<file path="src/sv/icbc_pkg.sv">
// shared types, codes and arithmetic helpers for the interleaved cbc block crypt unit
// no dependencies
`default_nettype none
package icbc_pkg;

  localparam int NumRounds = 8;
  localparam int RowWords = 6;
  localparam int NumRows = NumRounds + 1;
  localparam int InvSteps = 16;

  localparam logic [1:0] CFG_KEY_HIGH = 2'd0;
  localparam logic [1:0] CFG_KEY_LOW = 2'd1;
  localparam logic [1:0] CFG_DIRECTION = 2'd2;

  localparam logic OP_DATA = 1'b0;
  localparam logic OP_END = 1'b1;

  localparam logic [2:0] STAT_OK = 3'd0;
  localparam logic [2:0] STAT_NO_DATA = 3'd1;
  localparam logic [2:0] STAT_PARTIAL = 3'd2;
  localparam logic [2:0] STAT_BAD_TRAILER = 3'd3;
  localparam logic [2:0] STAT_LEN_MISMATCH = 3'd4;

  localparam logic [63:0] KEY_HIGH_RST = 64'h0000_0001_0002_0003;
  localparam logic [63:0] KEY_LOW_RST = 64'h0004_0005_0006_0007;

  typedef enum logic [1:0] {
    STEP_MIX,
    STEP_MUL1,
    STEP_MUL2,
    STEP_OUT
  } step_t;

  typedef enum logic [1:0] {
    KOP_COPY,
    KOP_NEG,
    KOP_INV
  } ks_op_t;

  typedef struct packed {
    logic [5:0] idx;
    ks_op_t op;
  } ks_src_t;

  typedef struct packed {
    logic accept;
    logic load_x;
    logic step;
    step_t step_kind;
    logic finish;
  } dp_cmd_t;

  typedef struct packed {
    logic use_cipher;
    logic has_result;
    logic out_free;
  } dp_status_t;

  // multiplication modulo 2^16+1, zero stands for 2^16
  function automatic logic [15:0] mmul(input logic [15:0] a, input logic [15:0] b);
    logic [31:0] p;
    logic [15:0] lo;
    logic [15:0] hi;
    p = {16'b0, a} * {16'b0, b};
    lo = p[15:0];
    hi = p[31:16];
    if (a == 16'd0) begin
      return 16'd1 - b;
    end else if (b == 16'd0) begin
      return 16'd1 - a;
    end else begin
      return lo - hi + {15'b0, (lo < hi)};
    end
  endfunction

  // expanded key word idx: key rotated left by 25 per group of eight
  function automatic logic [15:0] ek_word(input logic [127:0] key, input logic [5:0] idx);
    logic [127:0] rot;
    logic [127:0] sh;
    case (idx[5:3])
      3'd0: rot = key;
      3'd1: rot = {key[102:0], key[127:103]};
      3'd2: rot = {key[77:0], key[127:78]};
      3'd3: rot = {key[52:0], key[127:53]};
      3'd4: rot = {key[27:0], key[127:28]};
      3'd5: rot = {key[2:0], key[127:3]};
      3'd6: rot = {key[105:0], key[127:106]};
      default: rot = key;
    endcase
    sh = rot >> {(3'd7 - idx[2:0]), 4'b0000};
    return sh[15:0];
  endfunction

  // source word and operation of decrypt subkey at row r, column c
  function automatic ks_src_t dec_src(input logic [3:0] r, input logic [2:0] c);
    int b;
    int i;
    logic edge_row;
    ks_src_t s;
    b = 48 - 6 * int'(r);
    edge_row = (r == 4'd0) || (r == 4'd8);
    s.op = KOP_COPY;
    case (c)
      3'd0: begin i = b; s.op = KOP_INV; end
      3'd1: begin i = edge_row ? b + 1 : b + 2; s.op = KOP_NEG; end
      3'd2: begin i = edge_row ? b + 2 : b + 1; s.op = KOP_NEG; end
      3'd3: begin i = b + 3; s.op = KOP_INV; end
      3'd4: i = b - 2;
      3'd5: i = b - 1;
      default: i = 0;
    endcase
    s.idx = 6'(i);
    return s;
  endfunction

endpackage
`default_nettype wire

</file>
<file path="src/sv/icbc_datapath.sv">
// datapath: input latch, round unit, cbc chaining, trailer checks and output register
// depends on icbc_pkg
`default_nettype none
module icbc_datapath import icbc_pkg::*; (
  input  wire logic        clk,
  input  wire logic        rst_n,
  input  wire dp_cmd_t     cmd,
  input  wire logic        restart,
  input  wire logic        dir,
  input  wire logic [95:0] row_data,
  input  wire logic [71:0] in_tdata,
  input  wire logic        in_tuser,
  input  wire logic        out_tready,
  output dp_status_t       st,
  output logic             out_tvalid,
  output logic [71:0]      out_tdata,
  output logic [2:0]       out_tuser,
  output logic             out_tlast
);

  logic op_r;
  logic [63:0] blk_r;
  logic [3:0] bc_r;
  logic [15:0] x1_r, x2_r, x3_r, x4_r, t0_r;
  logic [15:0] x1_nxt, x2_nxt, x3_nxt, x4_nxt, t0_nxt;
  logic [63:0] chain_r [2];
  logic [63:0] chain_nxt [2];
  logic phase_r, phase_nxt;
  logic [31:0] total_r, total_nxt;
  logic [63:0] held_r [2];
  logic [63:0] held_nxt [2];
  logic [1:0] seen_r, seen_nxt;
  logic out_valid_r;
  logic [63:0] out_blk_r;
  logic [3:0] out_cnt_r;
  logic [2:0] out_stat_r;
  logic out_end_r;

  logic [3:0] bc_in;
  logic [15:0] k0, k1, k2, k3, k4, k5, t1, ta;
  logic [63:0] mask, cin, xcat, plain, trail;
  logic [31:0] tot_add;
  logic [32:0] len;
  logic [32:0] len_diff;
  logic trail_ok;
  logic has, res_end, wipe;
  logic [63:0] res_blk;
  logic [3:0] res_cnt;
  logic [2:0] res_stat;

  assign bc_in = (in_tdata[67:64] > 4'd8) ? 4'd8 : in_tdata[67:64];
  assign {k5, k4, k3, k2, k1, k0} = row_data;
  assign mask = ~(64'hFFFF_FFFF_FFFF_FFFF >> {bc_r, 3'b000});
  assign xcat = {x1_r, x2_r, x3_r, x4_r};

  always_comb begin
    if (dir) begin
      cin = blk_r;
    end else if (op_r == OP_DATA) begin
      cin = (blk_r & mask) ^ chain_r[phase_r];
    end else begin
      cin = {29'b0, total_r, 3'b000} ^ chain_r[phase_r];
    end
  end

  assign st.use_cipher = (op_r == OP_DATA) ? ((bc_r != 4'd0) && (!dir || bc_r == 4'd8))
                                           : !dir;
  assign st.out_free = !out_valid_r || out_tready;

  // round unit
  always_comb begin
    x1_nxt = x1_r;
    x2_nxt = x2_r;
    x3_nxt = x3_r;
    x4_nxt = x4_r;
    t0_nxt = t0_r;
    t1 = mmul(k5, t0_r + (x2_r ^ x4_r));
    ta = t0_r + t1;
    if (cmd.load_x) begin
      {x1_nxt, x2_nxt, x3_nxt, x4_nxt} = cin;
    end else if (cmd.step) begin
      case (cmd.step_kind)
        STEP_MIX: begin
          x1_nxt = mmul(x1_r, k0);
          x2_nxt = x2_r + k1;
          x3_nxt = x3_r + k2;
          x4_nxt = mmul(x4_r, k3);
        end
        STEP_MUL1: t0_nxt = mmul(k4, x1_r ^ x3_r);
        STEP_MUL2: begin
          x1_nxt = x1_r ^ t1;
          x4_nxt = x4_r ^ ta;
          x2_nxt = x3_r ^ t1;
          x3_nxt = ta ^ x2_r;
        end
        default: begin
          x1_nxt = mmul(x1_r, k0);
          x2_nxt = x3_r + k1;
          x3_nxt = x2_r + k2;
          x4_nxt = mmul(x4_r, k3);
        end
      endcase
    end
  end

  // end of item: chaining, held blocks and result
  always_comb begin
    chain_nxt = chain_r;
    held_nxt = held_r;
    phase_nxt = phase_r;
    total_nxt = total_r;
    seen_nxt = seen_r;
    has = 1'b0;
    res_end = 1'b0;
    wipe = 1'b0;
    res_blk = 64'd0;
    res_cnt = 4'd0;
    res_stat = STAT_OK;
    tot_add = total_r + {28'b0, bc_r};
    plain = xcat ^ chain_r[~phase_r];
    trail = (seen_r == 2'd1) ? held_r[0] : held_r[1];
    trail_ok = (trail[63:35] == 29'd0) && (trail[2:0] == 3'd0);
    len = {1'b0, trail[34:3]} + 33'd16;
    len_diff = len - {1'b0, total_r};
    if (op_r == OP_DATA) begin
      if (bc_r != 4'd0) begin
        if (!dir) begin
          total_nxt = tot_add;
          phase_nxt = ~phase_r;
          chain_nxt[~phase_r] = xcat;
          has = 1'b1;
          res_blk = xcat;
          res_cnt = 4'd8;
        end else if (bc_r != 4'd8) begin
          has = 1'b1;
          res_end = 1'b1;
          res_stat = STAT_PARTIAL;
        end else begin
          total_nxt = tot_add;
          chain_nxt[phase_r] = blk_r;
          phase_nxt = ~phase_r;
          if (seen_r < 2'd2) begin
            held_nxt[seen_r[0]] = plain;
            seen_nxt = seen_r + 2'd1;
          end else begin
            has = 1'b1;
            res_blk = held_r[0];
            res_cnt = 4'd8;
            held_nxt[0] = held_r[1];
            held_nxt[1] = plain;
          end
        end
      end
    end else begin
      has = 1'b1;
      res_end = 1'b1;
      if (!dir) begin
        res_blk = xcat;
        res_cnt = 4'd8;
      end else if (seen_r == 2'd0) begin
        res_stat = STAT_NO_DATA;
      end else if (!trail_ok) begin
        res_stat = STAT_BAD_TRAILER;
      end else if (seen_r == 2'd1) begin
        if (trail[34:3] != 32'd0) res_stat = STAT_LEN_MISMATCH;
      end else if (({1'b0, total_r} < len) && (len <= {1'b0, total_r} + 33'd8)) begin
        res_blk = held_r[0];
        res_cnt = len_diff[3:0];
      end else begin
        res_stat = STAT_LEN_MISMATCH;
      end
    end
    wipe = res_end;
  end

  assign st.has_result = has;

  always_ff @(posedge clk) begin
    if (!rst_n) begin
      chain_r[0] <= 64'd0;
      chain_r[1] <= 64'd0;
      phase_r <= 1'b0;
      total_r <= 32'd0;
      seen_r <= 2'd0;
      out_valid_r <= 1'b0;
    end else begin
      if (restart || (cmd.finish && wipe)) begin
        chain_r[0] <= 64'd0;
        chain_r[1] <= 64'd0;
        phase_r <= 1'b0;
        total_r <= 32'd0;
        seen_r <= 2'd0;
      end else if (cmd.finish) begin
        chain_r <= chain_nxt;
        phase_r <= phase_nxt;
        total_r <= total_nxt;
        seen_r <= seen_nxt;
      end
      if (cmd.finish && has) begin
        out_valid_r <= 1'b1;
      end else if (out_tready) begin
        out_valid_r <= 1'b0;
      end
    end
  end

  always_ff @(posedge clk) begin
    if (cmd.accept) begin
      op_r <= in_tuser;
      blk_r <= in_tdata[63:0];
      bc_r <= bc_in;
    end
    x1_r <= x1_nxt;
    x2_r <= x2_nxt;
    x3_r <= x3_nxt;
    x4_r <= x4_nxt;
    t0_r <= t0_nxt;
    if (cmd.finish) held_r <= held_nxt;
    if (cmd.finish && has) begin
      out_blk_r <= res_blk;
      out_cnt_r <= res_cnt;
      out_stat_r <= res_stat;
      out_end_r <= res_end;
    end
  end

  assign out_tvalid = out_valid_r;
  assign out_tdata = {4'b0, out_cnt_r, out_blk_r};
  assign out_tuser = out_stat_r;
  assign out_tlast = out_end_r;

endmodule
`default_nettype wire

</file>
<file path="config.mk">
export PLATFORM = sky130hd
export DESIGN_NAME = icbc_datapath
export DESIGN_NICKNAME = d
export VERILOG_FILES = /design/src/sv/icbc_pkg.sv /design/src/sv/icbc_datapath.sv
export SDC_FILE = /design/constraint.sdc
export NUM_CORES = 2
export LEC_CHECK = 0
export BUFFER_PORTS_ARGS = -buffer_cell sky130_fd_sc_hd__buf_4
export CAP_MARGIN = 10
export CORE_UTILIZATION = 23
export DETAILED_ROUTE_END_ITERATION = 12
export PLACE_DENSITY = 0.41
export SYNTH_ARGS = -nofsm -noshare
export SYNTH_HDL_FRONTEND = slang
export SYNTH_SLANG_ARGS = --single-unit
export TNS_END_PERCENT = 5
</file>
<file path="constraint.sdc">
create_clock -name clk -period 17.8 [get_ports clk]
set_input_delay 1.78 -clock clk [delete_from_list [all_inputs] [get_ports clk]]
set_output_delay 1.78 -clock clk [all_outputs]
set_load 0.02 [all_outputs]
</file>
==> flow_summary.toml <==
[synthesis]
synth_top_area_share_pct = 22.1
yosys-top-cells-area = "fa_1 22%, edfxtp_1 14%, ha_1 12%, inv_1 5.7%, nand2_1 4.7%"
synthFlopType = "edfxtp_1"
synth_edf_count = 349
async_reset_ff_share_pct = 0
synth_cell_types = 89
synth_area_leader_cell = "fa_1"
postSynthCellCount = 8370
synth_seq_cells = 513
syn_area_mm2 = 0.0737
synth_warnings = 0
avgSynthCellArea_um2 = 8.81
yosysSeqAreaShare_pct = 18.7

[global_route]
gr-usage-all-layers_pct = 17.0
antenna_found_initial = 29
grt_max_degree = 143
grt_pass1_wl_um = 414000
grt_overflow = 0
grt_pass1_vias = 62100

[cts]
root_buffer = "clkbuf_16"
cts_tree = "built"
cts_setup_buffers = 0
cts_buffer_depth = 3
cts_hold_buffers = 0
cts.clk_slew.worst_paths_ps = 60
clock_sinks = 513
clkLatencyLatePin_ps = 690
post_cts_resized = 0
htreeDepth = 3
cts_buffers = 70

[detailed_routing]
drc = 0
routedWlPerCell_um = 22.3
vias = 60200
dr.pass1.iters = 6
drt_wl_total_um = 279000
drt_iter0_drc = 4136
vias_per_cell = 4.81
ant_nets = 0

[die]
rows = 207
die_area_mm2 = 0.323
die_y_um = 568
die_w_um = 568
ios = 260
initial_core_util_pct = 23.2
coreArea_mm2 = 0.318

[setup_path]
path_buf_inv = 9
crit_family = "adder cells"
reg2reg_slack_ps = 1110
path_class = "reg -> reg"
crit_arrival_ps = 17110
start_kind = "flop"
slowest_stage = "and2_1"
end_kind = "flop"
max_stage_delay_ps = 730
crit_required_ps = 18210
cp_max_fo = 17

[place]
gp_congestion = 0.877
io_buffers = 251
hpwl_um = 216000

[sta]
slew_viol_final = 0
final-hold-violation-count = 0
tns_ps = 0
rsz0062_at_grt = "false"
maxSlewHeadroom_pct = 15.6
clock_skew_ps = 63.1
whs_ps = 513
fin_crit_sh_pct = 93.8
period_needed_ps = 16690
setup_violations = 0
tightest_slew_ps = 1260
fmax_mhz = 59.9

[job]
max_cap_violations = 0

[min_path]
min_path_type = "reg -> reg"

[final_layout]
drive_above_1_share_pct = 7.61
fillers = 34300
final_cell_mix = "1,124 x inv_1, 921 x nand2_1, 814 x fa_1, 685 x ha_1, 455 x nor2_1"
nets = 9936
area_growth_pct = 11.8
fin_util_pct = 25.9
final_common_cell = "inv_1"
multiInputGateArea_mm2 = 0.0540
regArea_mm2 = 0.0138

[status]
status = "finished clean"
[sequential cells by signal (all words and copies together) (netlist names)]
| signal | flops |
|---|---|
| x1_r | 16 |
| out_tlast | 1 |
| x2_r | 16 |
| bc_r | 4 |
| t0_r | 16 |
| held_r | 128 |
| blk_r | 64 |
| out_cnt_r | 4 |
| total_r | 32 |
| x4_r | 16 |
| seen_r | 2 |
| op_r | 1 |
| chain_r | 128 |
| out_tvalid | 1 |
| x3_r | 16 |
| phase_r | 1 |
| out_blk_r | 64 |
| out_tuser | 3 |
[worst register-to-register path, delay by kind of cell, from the launching register on]
family / cells / cell delay, ps
AO/OA/AOI/OAI: 21 / 5610
XOR/XNOR: 4 / 960
adder cells (fa/ha/maj): 14 / 5610
buffers and inverters: 9 / 690
flip-flops: 1 / 710
multiplexers: 2 / 860
AND/OR/NAND/NOR: 11 / 2000
[cell type report]
class,count,share of cell area [%]
inverter,1127,5.14
tap,4180,6.35
timing repair buffer,363,3.33
clock buffer,95,2.36
multi-input combinational,6181,65.5
clock inverter,34,0.565
antenna,8,0.0243
sequential,513,16.7
[path summary, 6_finish.rpt]
check                               start                 endpoint  depth (start not counted)
setup / recovery        x2_r[1]$_DFFE_PP_       x3_r[13]$_DFFE_PP_                         61
hold / removal    chain_r[7]$_SDFFE_PP0P_  chain_r[7]$_SDFFE_PP0P_                          2
setup reg to reg        x2_r[1]$_DFFE_PP_       x3_r[13]$_DFFE_PP_                         61
hold reg to reg   chain_r[7]$_SDFFE_PP0P_  chain_r[7]$_SDFFE_PP0P_                          2
[cell usage after synthesis, drive strengths merged, types with 66 or more instances]
master	n
o21ai	252
a211oi	125
mux2i	219
o22ai	79
a31oi	77
edfxtp	349
fa	814
nor3	107
a22o	66
xnor2	305
nor2b	120
nand2	922
nand3	93
nor2	461
or3	97
clkbuf	480
ha	686
a21o	96
and2	352
o221ai	72
inv	1127
a21oi	376
buf	72
dfxtp	164
xor2	242
[logic make-up after synthesis]
family | synth area share, %
flops | 18.7
mux | 3.73
fa+ha+maj | 33.8
buf+inv | 8.59
other cells | 0.00509
simple gates | 15.9
compound gates | 12.8
xor+xnor | 6.56
[layer usage]
metal | vias to the layer above | wire [um] | GRT usage (%)
li1 | 27600 | - | -
met1 | 30500 | 129000 | 23.6
met2 | 1715 | 127000 | 27.6
met3 | 326 | 13900 | 1.85
met4 | 22 | 8400 | 5.00
met5 | - | 116 | 0
[metrics by stage]
stage / setup WS, ps / instance area, um^2 / instances
floorplan: 3860 / 73700 / 8373
global placement: 1410 / 80000 / 12400
detailed placement: 1290 / 80000 / 12400
CTS: 1190 / 82400 / 12500
global route: 154 / 82400 / 12500
finish: 1110 / 82400 / 12500
Power is not shown: default switching activity piles up to over one toggle a cycle in this logic, so the estimate is an artifact.
