==> src/sv/icbc_pkg.sv <==
// shared types, codes and arithmetic helpers for the interleaved cbc block crypt unit
// no dependencies
`default_nettype none
package icbc_pkg;

  localparam int NumRounds = 8;
  localparam int RowWords = 6;
  localparam int NumRows = NumRounds + 1;
  localparam int InvSteps = 16;

  localparam logic [1:0] CFG_KEY_HIGH = 2'd0;
  localparam logic [1:0] CFG_KEY_LOW = 2'd1;
  localparam logic [1:0] CFG_DIRECTION = 2'd2;

  localparam logic OP_DATA = 1'b0;
  localparam logic OP_END = 1'b1;

  localparam logic [2:0] STAT_OK = 3'd0;
  localparam logic [2:0] STAT_NO_DATA = 3'd1;
  localparam logic [2:0] STAT_PARTIAL = 3'd2;
  localparam logic [2:0] STAT_BAD_TRAILER = 3'd3;
  localparam logic [2:0] STAT_LEN_MISMATCH = 3'd4;

  localparam logic [63:0] KEY_HIGH_RST = 64'h0000_0001_0002_0003;
  localparam logic [63:0] KEY_LOW_RST = 64'h0004_0005_0006_0007;

  typedef enum logic [1:0] {
    STEP_MIX,
    STEP_MUL1,
    STEP_MUL2,
    STEP_OUT
  } step_t;

  typedef enum logic [1:0] {
    KOP_COPY,
    KOP_NEG,
    KOP_INV
  } ks_op_t;

  typedef struct packed {
    logic [5:0] idx;
    ks_op_t op;
  } ks_src_t;

  typedef struct packed {
    logic accept;
    logic load_x;
    logic step;
    step_t step_kind;
    logic finish;
  } dp_cmd_t;

  typedef struct packed {
    logic use_cipher;
    logic has_result;
    logic out_free;
  } dp_status_t;

  // multiplication modulo 2^16+1, zero stands for 2^16
  function automatic logic [15:0] mmul(input logic [15:0] a, input logic [15:0] b);
    logic [31:0] p;
    logic [15:0] lo;
    logic [15:0] hi;
    p = {16'b0, a} * {16'b0, b};
    lo = p[15:0];
    hi = p[31:16];
    if (a == 16'd0) begin
      return 16'd1 - b;
    end else if (b == 16'd0) begin
      return 16'd1 - a;
    end else begin
      return lo - hi + {15'b0, (lo < hi)};
    end
  endfunction

  // expanded key word idx: key rotated left by 25 per group of eight
  function automatic logic [15:0] ek_word(input logic [127:0] key, input logic [5:0] idx);
    logic [127:0] rot;
    logic [127:0] sh;
    case (idx[5:3])
      3'd0: rot = key;
      3'd1: rot = {key[102:0], key[127:103]};
      3'd2: rot = {key[77:0], key[127:78]};
      3'd3: rot = {key[52:0], key[127:53]};
      3'd4: rot = {key[27:0], key[127:28]};
      3'd5: rot = {key[2:0], key[127:3]};
      3'd6: rot = {key[105:0], key[127:106]};
      default: rot = key;
    endcase
    sh = rot >> {(3'd7 - idx[2:0]), 4'b0000};
    return sh[15:0];
  endfunction

  // source word and operation of decrypt subkey at row r, column c
  function automatic ks_src_t dec_src(input logic [3:0] r, input logic [2:0] c);
    int b;
    int i;
    logic edge_row;
    ks_src_t s;
    b = 48 - 6 * int'(r);
    edge_row = (r == 4'd0) || (r == 4'd8);
    s.op = KOP_COPY;
    case (c)
      3'd0: begin i = b; s.op = KOP_INV; end
      3'd1: begin i = edge_row ? b + 1 : b + 2; s.op = KOP_NEG; end
      3'd2: begin i = edge_row ? b + 2 : b + 1; s.op = KOP_NEG; end
      3'd3: begin i = b + 3; s.op = KOP_INV; end
      3'd4: i = b - 2;
      3'd5: i = b - 1;
      default: i = 0;
    endcase
    s.idx = 6'(i);
    return s;
  endfunction

endpackage
`default_nettype wire

==> src/sv/icbc_ctrl.sv <==
// controller: item sequencing and round stepping of the shared round unit
// depends on icbc_pkg
`default_nettype none
module icbc_ctrl import icbc_pkg::*; (
  input  wire logic       clk,
  input  wire logic       rst_n,
  input  wire logic       in_tvalid,
  input  wire logic       ks_busy,
  input  wire dp_status_t st,
  output logic            in_tready,
  output dp_cmd_t         cmd,
  output logic [3:0]      sk_row
);

  typedef enum logic [3:0] {
    S_IDLE   = 4'b0001,
    S_DECIDE = 4'b0010,
    S_RND    = 4'b0100,
    S_FINISH = 4'b1000
  } state_t;

  state_t state_r, state_nxt;
  logic [3:0] rnd_r, rnd_nxt;
  logic [1:0] ph_r, ph_nxt;

  assign in_tready = (state_r == S_IDLE) && !ks_busy;
  assign sk_row = rnd_r;

  always_comb begin
    state_nxt = state_r;
    rnd_nxt = rnd_r;
    ph_nxt = ph_r;
    cmd = '0;
    cmd.step_kind = STEP_MIX;
    case (state_r)
      S_IDLE: begin
        if (in_tvalid && in_tready) begin
          cmd.accept = 1'b1;
          state_nxt = S_DECIDE;
        end
      end
      S_DECIDE: begin
        rnd_nxt = 4'd0;
        ph_nxt = 2'd0;
        if (st.use_cipher) begin
          cmd.load_x = 1'b1;
          state_nxt = S_RND;
        end else begin
          state_nxt = S_FINISH;
        end
      end
      S_RND: begin
        cmd.step = 1'b1;
        if (rnd_r == 4'(NumRounds)) begin
          cmd.step_kind = STEP_OUT;
          state_nxt = S_FINISH;
        end else begin
          case (ph_r)
            2'd0: begin cmd.step_kind = STEP_MIX; ph_nxt = 2'd1; end
            2'd1: begin cmd.step_kind = STEP_MUL1; ph_nxt = 2'd2; end
            default: begin
              cmd.step_kind = STEP_MUL2;
              ph_nxt = 2'd0;
              rnd_nxt = rnd_r + 4'd1;
            end
          endcase
        end
      end
      S_FINISH: begin
        if (!st.has_result || st.out_free) begin
          cmd.finish = 1'b1;
          state_nxt = S_IDLE;
        end
      end
      default: state_nxt = S_IDLE;
    endcase
  end

  always_ff @(posedge clk) begin
    if (!rst_n) begin
      state_r <= S_IDLE;
      rnd_r <= 4'd0;
      ph_r <= 2'd0;
    end else begin
      state_r <= state_nxt;
      rnd_r <= rnd_nxt;
      ph_r <= ph_nxt;
    end
  end

endmodule
`default_nettype wire

==> config.mk <==
export PLATFORM = sky130hd
export DESIGN_NAME = icbc_ctrl
export DESIGN_NICKNAME = d
export VERILOG_FILES = /design/src/sv/icbc_pkg.sv /design/src/sv/icbc_ctrl.sv
export SDC_FILE = /design/constraint.sdc
export NUM_CORES = 1
export LEC_CHECK = 0
export BUFFER_PORTS_ARGS = -buffer_cell sky130_fd_sc_hd__buf_2
export CAP_MARGIN = 10
export CORE_UTILIZATION = 42
export CTS_CLUSTER_DIAMETER = 120
export DETAILED_ROUTE_END_ITERATION = 7
export PLACE_DENSITY = 0.74
export SYNTH_ARGS = -nofsm -noshare
export SYNTH_HDL_FRONTEND = slang
export SYNTH_SLANG_ARGS = --single-unit
==> constraint.sdc <==
create_clock -name clk -period 2.35 [get_ports clk]
set_input_delay 0.3525 -clock clk [delete_from_list [all_inputs] [get_ports clk]]
set_output_delay 0.3525 -clock clk [all_outputs]
set_load 0.01 [all_outputs]
==> results of run 1 <==
-- final timing paths --
check	slack [ns]	from	cells past startpoint	endpoint
max	0.32	state_r[2]$_SDFFE_PN0P_	3	cmd[2]
min	0.35	rst_n	2	state_r[0]$_SDFFE_PN1P_
max reg2reg	0.45	state_r[2]$_SDFFE_PN0P_	5	sk_row[0]$_SDFFE_PN0P_
min reg2reg	0.52	sk_row[2]$_SDFFE_PN0P_	2	sk_row[2]$_SDFFE_PN0P_
-- power breakdown --
group	leakage [uW]	switching [uW]	internal, uW
clock	0.0000210	62.3	94.1
sequential	0.0000809	7.45	174
combinational	0.000200	23.3	21.7
-- flip-flops by register name, indices dropped and copies added, names as in the netlist --
name / cells
ph_r: 2
sk_row: 4
state_r: 4
-- per-layer routing --
| layer | part of all wire, % | vias to the layer above | wire [um] |
|---|---|---|---|
| li1 | - | 290 | - |
| met1 | 50 | 255 | 602 |
| met2 | 45 | 16 | 542 |
| met3 | 5.7 | 0 | 69 |
| met4 | 0 | 0 | 0 |
| met5 | 0 | - | 0 |
-- layout make-up --
cell class,count,area (um^2),area share (%)
tap,15,18.8,2.60
timing repair buffer,18,92.6,12.8
sequential,10,200,27.7
multi-input combinational,51,352,48.6
inverter,5,23.8,3.29
clock buffer,4,36.3,5.02
-- logic make-up (layout without fill, tap and decap cells) --
kind of cell             after synthesis  after routing
AO/OA/AOI/OAI                         25             25
XOR/XNOR                               1              1
adder cells (fa/ha/maj)                2              2
buffers and inverters                  7             27
flip-flops                            10             10
multiplexers                           1              1
AND/OR/NAND/NOR                       22             22
-- through the flow --
step           instance area [um^2]  hold WS (ns)  cells  power, uW
5_1_grt                         723         0.345    103        406
6_report                        723         0.348    103        383
2_1_floorplan                   591         0.512     68        213
3_3_place_gp                    687         0.497     99        229
4_1_cts                         723         0.344    103        388
3_5_place_dp                    687         0.512     99        231
-- Yosys cell counts, types with 2 or more instances --
| cell | count | area share (%) |
|---|---|---|
| or3_1 | 2 | 2.1 |
| nand2_1 | 3 | 1.9 |
| a21oi_1 | 8 | 6.8 |
| nor2b_1 | 5 | 5.3 |
| or4b_2 | 3 | 5.1 |
| dfxtp_1 | 10 | 34 |
| ha_1 | 2 | 4.2 |
| nor2_1 | 3 | 1.9 |
| o21ai_0 | 7 | 5.9 |
| inv_1 | 4 | 2.5 |
==> results.yml, run 1 <==
synthesis:
  yosysWarnings: 0
  synth_edf_count: 0
  synth-main-ff-cell: "dfxtp_1"
  syn_inst: 68
  synth_top_family_by_area: "compound AO/OA/AOI/OAI gates"
  synth_cell_type_count: 31
  ys_seq_area_share_pct: 33.9
  syn_nets: 77
  avgSynthCellArea_um2: 8.68
  muxShareOfSynthArea_pct: 1.69
  synth_simple_gate_area_share_pct: 24.4
  ys_seq_elements: 10
  synthXorXnorAreaFrac_pct: 1.48
  synthAdderAreaFrac_pct: 4.24
  ys_async_sr_fraction_pct: 0
  synth_compound_area_share_pct: 27.8
  synth.cell_area_um2: 591
global_route:
  grt_pass1_vias: 461
  gr-usage-met3_pct: 10.2
  grt_max_degree: 11
  grt_first_pass_wirelength_um: 1990
  grt_util_met1_pct: 25.6
  grt_usage_pct: 19.6
  grt_busiest_layer: "met2"
  antenna_found_initial: 0
  grt_overflow: 0
  met2_usage_pct: 27.5
sta:
  rsz0062_at_grt: "no"
  fmax_mhz: 492
  worst_slack_ns: 0.317
  fin_crit_sh_pct: 86.5
  drv_slew: 0
  skew_ns: 0.00300
  maxSlewHeadroom_pct: 72.1
  tightestPinTransition_ns: 0.417
  setup_viol: 0
  hold_violations: 0
  period_needed_ns: 2.03
  fin_setup_tns_ns: 0
clock_tree:
  cts_resized: 0
  postCtsHoldBufs: 0
  clk_latency_ns: 0.27
  cts_buffers: 3
  clk_pin_slew_ns: 0.07
  post-cts-setup-buffers: 0
  ctsHtreeMaxLevel: 1
  cts_tree: "done"
  clk_path_buf_depth: 2
  clock-root-buffer: "clkbuf_4"
  cts_num_sinks: 10
routing:
  wire_per_inst_um: 11.8
  vias: 561
  wirelength_um: 1220
  ant_nets: 0
  drcViolationCount: 0
  drt_iter0_drc: 10
  viasPerCell: 5.45
  first_pass_iters: 4
placement:
  preCtsSetupSlack_ns: 0.483
  dp_hpwl_um: 930
  io_buffers: 17
  gp_congestion: 0.751
power:
  p_leak_uw: 0.000302
  p_per_area_mw_per_mm2: 530
  vdd_drop_max_uv: 336
floorplanning:
  ios: 18
  start_util_pct: 45.4
  dieHeight_um: 39.5
  die_area_mm2: 0.00156
  die_width_um: 39.5
  rows: 13
  fp.coreArea_mm2: 0.00130
setup_path:
  worstPathRequired_ns: 2.00
  criticalPathCategory: "register to output port"
  critPathBufInv: 1
  crit_path_start_kind: "register"
  cp_cell_sequence: "or4b_1 > a21oi_1 > buf_2"
  cp_slowest_stage_delay_ns: 0.66
  endpoint_kind: "output port"
  crit_family: "simple AND/OR/NAND/NOR gates"
  crit_path_max_fanout: 9
  cp_data_arrival_time_ns: 1.68
  slowest_stage: "or4b_1"
cells_and_area:
  final_common_cell: "buf_2"
  synthToLayoutAreaGrowth_pct: 22.5
  num_antenna_cells: 0
  drive_gt1_share_pct: 30.7
  fillers: 128
  layout_common_cells: "17 x buf_2, 10 x dfxtp_1, 8 x a21oi_1"
  fin_nets: 98
  fin_util_pct: 55.6
job:
  maxCapViolations: 0
outcome:
  outcome: "complete, no violations"
min_path:
  hold_class: "input port to register"
(Power assumes the default switching activity.)
==> inputs of run 2 (changes only) <==
==> constraint.sdc (replaced) <==
create_clock -name clk -period 2.35 [get_ports clk]
set_input_delay 0.47 -clock clk [delete_from_list [all_inputs] [get_ports clk]]
set_output_delay 0.47 -clock clk [all_outputs]
set_load 0.01 [all_outputs]
==> results.yml, run 2 (synthesis results as in run 1) <==
placement:
  gp_congestion: 0.816
  io_buffers: 17
  place_area_um2: 687
  preCtsSetupSlack_ns: 0.465
  dp_hpwl_um: 976
  dp.cells: 99
global_route:
  grt_pass1_vias: 494
  grt_first_pass_wirelength_um: 2150
  grt_overflow: 0
  grt_max_degree: 11
  antenna_found_initial: 0
  grt_usage_pct: 21.2
setup_path:
  cp_data_arrival_time_ns: 1.69
  endpoint_kind: "output port"
  slowest_stage: "or4b_2"
  criticalPathCategory: "register to output port"
  crit_path_max_fanout: 7
  cp_slowest_stage_delay_ns: 0.68
  cp_cell_sequence: "or4b_2 > nor2b_1 > buf_2"
  worstPathRequired_ns: 1.88
  crit_path_start_kind: "register"
routing:
  first_pass_iters: 4
  drcViolationCount: 0
  wirelength_um: 1350
  ant_nets: 0
  drt_iter0_drc: 12
  viasPerCell: 5.60
  vias: 577
  wire_per_inst_um: 13.1
cells_and_area:
  fin_nets: 98
  layout_common_cells: "17 x buf_2, 10 x dfxtp_1, 8 x a21oi_1"
  design_area_um2: 723
  synthToLayoutAreaGrowth_pct: 22.5
  final_cell_count_no_fill: 103
  final_common_cell: "buf_2"
  drive_gt1_share_pct: 30.7
  num_antenna_cells: 0
floorplanning:
  rows: 13
  start_util_pct: 45.4
  die_area_mm2: 0.00156
  die_width_um: 39.5
  ios: 18
  dieHeight_um: 39.5
  fp.coreArea_mm2: 0.00130
clock_tree:
  cts_resized: 0
  postCtsHoldBufs: 0
  ctsHtreeMaxLevel: 1
  cts_tree: "done"
  clk_pin_slew_ns: 0.07
  clk_path_buf_depth: 2
  cts_num_sinks: 10
  clock-root-buffer: "clkbuf_4"
  cts_buffers: 3
  clk_latency_ns: 0.27
  post-cts-setup-buffers: 0
sta:
  drv_slew: 0
  worst_slack_ns: 0.189
  tightestPinTransition_ns: 0.384
  period_needed_ns: 2.16
  fin_hold_ws_ns: 0.482
  setup_viol: 0
  skew_ns: 0.000741
  fmax_mhz: 463
  maxSlewHeadroom_pct: 74.1
  rsz0062_at_grt: "no"
  hold_violations: 0
  fin_setup_tns_ns: 0
  fin_crit_sh_pct: 91.9
outcome:
  outcome: "complete, no violations"
power:
  p_per_area_mw_per_mm2: 536
  vdd_drop_max_uv: 417
  p_leak_uw: 0.000302
job:
  maxCapViolations: 0
min_path:
  hold_class: "input port to register"
## run 2: cell counts in the layout (fill, tap and decap cells not counted)
Identical to the previous run, type by type.
## run 2: where the power goes
| part | internal [uW] | switching, uW |
|---|---|---|
| Combinational | 21.7 | 24.2 |
| Clock | 94.2 | 65.0 |
| Sequential | 174 | 7.84 |
## run 2: metal layers
layer | vias up | global-route usage (%) | share of wire [%] | wire length, um
met3 | 2 | 5.11 | 4.7 | 64
met2 | 16 | 31.6 | 45 | 604
met4 | 0 | 12.9 | 1.2 | 16
li1 | 291 | - | - | -
met5 | - | 0 | 0 | 0
met1 | 268 | 27.1 | 49 | 662
## run 2: worst paths after layout
path / cells past startpoint / slack, ns / to / from
max reg2reg: 5 / 0.43 / sk_row[3]$_SDFFE_PN0P_ / state_r[2]$_SDFFE_PN0P_
min: 2 / 0.48 / state_r[0]$_SDFFE_PN1P_ / rst_n
min reg2reg: 2 / 0.53 / sk_row[3]$_SDFFE_PN0P_ / sk_row[3]$_SDFFE_PN0P_
max: 3 / 0.19 / cmd[5] / state_r[0]$_SDFFE_PN1P_
## run 2: critical path, delay by kind of cell (launching register included)
kind	cells	cell delay (ns)
and+or+nand+nor	2	0.85
DFF	1	0.42
buffers and inverters	1	0.15
## run 2: cell type report
type / instances / area, um^2
sequential: 10 / 200
tap: 15 / 18.8
timing repair buffer: 18 / 92.6
clock buffer: 4 / 36.3
multi-input combinational: 51 / 352
inverter: 5 / 23.8
fill: 122 / 578
## run 2: per-stage QoR
step | utilization [%] | total power, uW
after floorplan | - | 213
after global placement | 52.8 | 230
after detailed placement | 52.8 | 231
after CTS | 55.6 | 387
after global routing | 55.6 | 401
final | 55.6 | 387
==> inputs of run 3 (changes only) <==
CORE_AREA = 2 2 39 41   (was not set)
CORE_UTILIZATION = not set   (was 42)
DIE_AREA = 0 0 41 43   (was not set)
PLACE_DENSITY = 0.78   (was 0.74)
==> results.yml, run 3 (synthesis results as in run 1) <==
outcome:
  outcome: "complete, no violations"
sta:
  fmax_mhz: 461
  skew_ns: 0.00642
  fin_crit_sh_pct: 92.3
  drv_slew: 0
  rsz0062_at_grt: "no"
  maxSlewHeadroom_pct: 71.7
  setup_viol: 0
  period_needed_ns: 2.17
  hold_violations: 0
  tightestPinTransition_ns: 0.423
  worst_slack_ns: 0.181
  fin_setup_tns_ns: 0
min_path:
  hold_class: "input port to register"
  min-delay-start: "rst_n"
  holdPathStages: 2
  holdPathEnd: "state_r[0]$_SDFFE_PN1P_"
routing:
  drcViolationCount: 0
  wl_met1_um: 590
  wl_met2_um: 673
  drt_iter0_drc: 9
  wl_met3_um: 31
  first_pass_iters: 4
  vias: 572
  top_layer: "met4"
  wire_per_inst_um: 12.8
  wirelength_um: 1330
  viasPerCell: 5.50
  ant_nets: 0
setup_path:
  slowest_stage: "or4b_1"
  r2r-end: "sk_row[0]$_SDFFE_PN0P_"
  rr_startpoint: "state_r[2]$_SDFFE_PN0P_"
  cp_cell_sequence: "or4b_1 > a21oi_1 > buf_2"
  reg2reg_depth: 5
  crit_path_start_kind: "register"
  cp_slowest_stage_delay_ns: 0.65
  cp_data_arrival_time_ns: 1.70
  worstPathRequired_ns: 1.88
  criticalPathCategory: "register to output port"
  reg2reg_slack_ns: 0.44
  endpoint_kind: "output port"
  crit_path_max_fanout: 9
cells_and_area:
  num_antenna_cells: 0
  synthToLayoutAreaGrowth_pct: 22.7
  layout_common_cells: "17 x buf_2, 10 x dfxtp_1, 8 x a21oi_1"
  fillers: 143
  drive_gt1_share_pct: 30.7
  final_common_cell: "buf_2"
  design_area_um2: 724
  fin_nets: 98
placement:
  io_buffers: 17
  gp_congestion: 0.753
  place_area_um2: 688
  preCtsSetupSlack_ns: 0.483
  dp_hpwl_um: 988
power:
  p_per_area_mw_per_mm2: 531
  p_leak_uw: 0.000302
  vdd_drop_max_uv: 297
clock_tree:
  post-cts-setup-buffers: 0
  ctsHtreeMaxLevel: 1
  cts_num_sinks: 10
  clk_latency_ns: 0.27
  postCtsHoldBufs: 0
  cts_tree: "done"
  clk_pin_slew_ns: 0.07
  cts_buffers: 3
  clk_path_buf_depth: 2
  clock-root-buffer: "clkbuf_4"
  cts_resized: 0
global_route:
  grt_first_pass_wirelength_um: 2080
  grt_pass1_vias: 496
  grt_max_degree: 11
  grt_usage_pct: 17.4
  antenna_found_initial: 0
  grt_overflow: 0
floorplanning:
  dieHeight_um: 43
  fp.coreArea_mm2: 0.00138
  ios: 18
  die_width_um: 41
  start_util_pct: 42.7
  rows: 14
  die_area_mm2: 0.00176
job:
  maxCapViolations: 0
[run 3: cell type report]
class                   count  area [um^2]  area share, %
repair buffers             18         92.6           12.8
well taps                  16         20.0           2.76
inverters                   5         23.8           3.28
multi-input cells          51          352           48.5
flip-flops and latches     10          200           27.6
clock buffers               4         36.3           5.01
[run 3: worst max-delay path: cells and delay by family (launching register included)]
family	cells	cell delay (ns)
simple gates	1	0.65
buf+inv	1	0.15
flops	1	0.43
compound gates	1	0.20
[run 3: how the worst max path moves through the flow]
| stage | start | endpoint | depth (start not counted) |
|---|---|---|---|
| floorplan | state_r[3]$_SDFFE_PN0P_ | cmd[5] | 2 |
| global placement | state_r[0]$_SDFFE_PN1P_ | cmd[2] | 3 |
| detailed placement | state_r[3]$_SDFFE_PN0P_ | sk_row[0]$_SDFFE_PN0P_ | 5 |
| CTS | state_r[0]$_SDFFE_PN1P_ | cmd[2] | 3 |
| global route | state_r[2]$_SDFFE_PN0P_ | cmd[1] | 3 |
| finish | state_r[2]$_SDFFE_PN0P_ | cmd[1] | 3 |
[run 3: layer usage]
metal / global-route usage, % / vias to the layer above
li1: - / 292
met1: 21.4 / 267
met2: 26.6 / 9
met3: 3.66 / 4
met4: 10.0 / 0
met5: 0 / -
[run 3: through the flow]
step / utilization [%] / power [uW] / hold WS [ns] / std cells
global placement: 49.7 / 228 / 0.489 / 100
floorplan: - / 213 / 0.512 / 68
CTS: 52.4 / 388 / 0.473 / 104
finish: 52.4 / 385 / 0.470 / 104
global route: 52.4 / 405 / 0.475 / 104
detailed placement: 49.7 / 230 / 0.502 / 100
[run 3: power breakdown]
group | leakage, uW | switching (uW) | internal [uW]
registers | 0.0000809 | 7.56 | 174
logic | 0.000200 | 22.5 | 21.7
clock network | 0.0000210 | 64.8 | 94.2
total | 0.000302 | 94.8 | 290
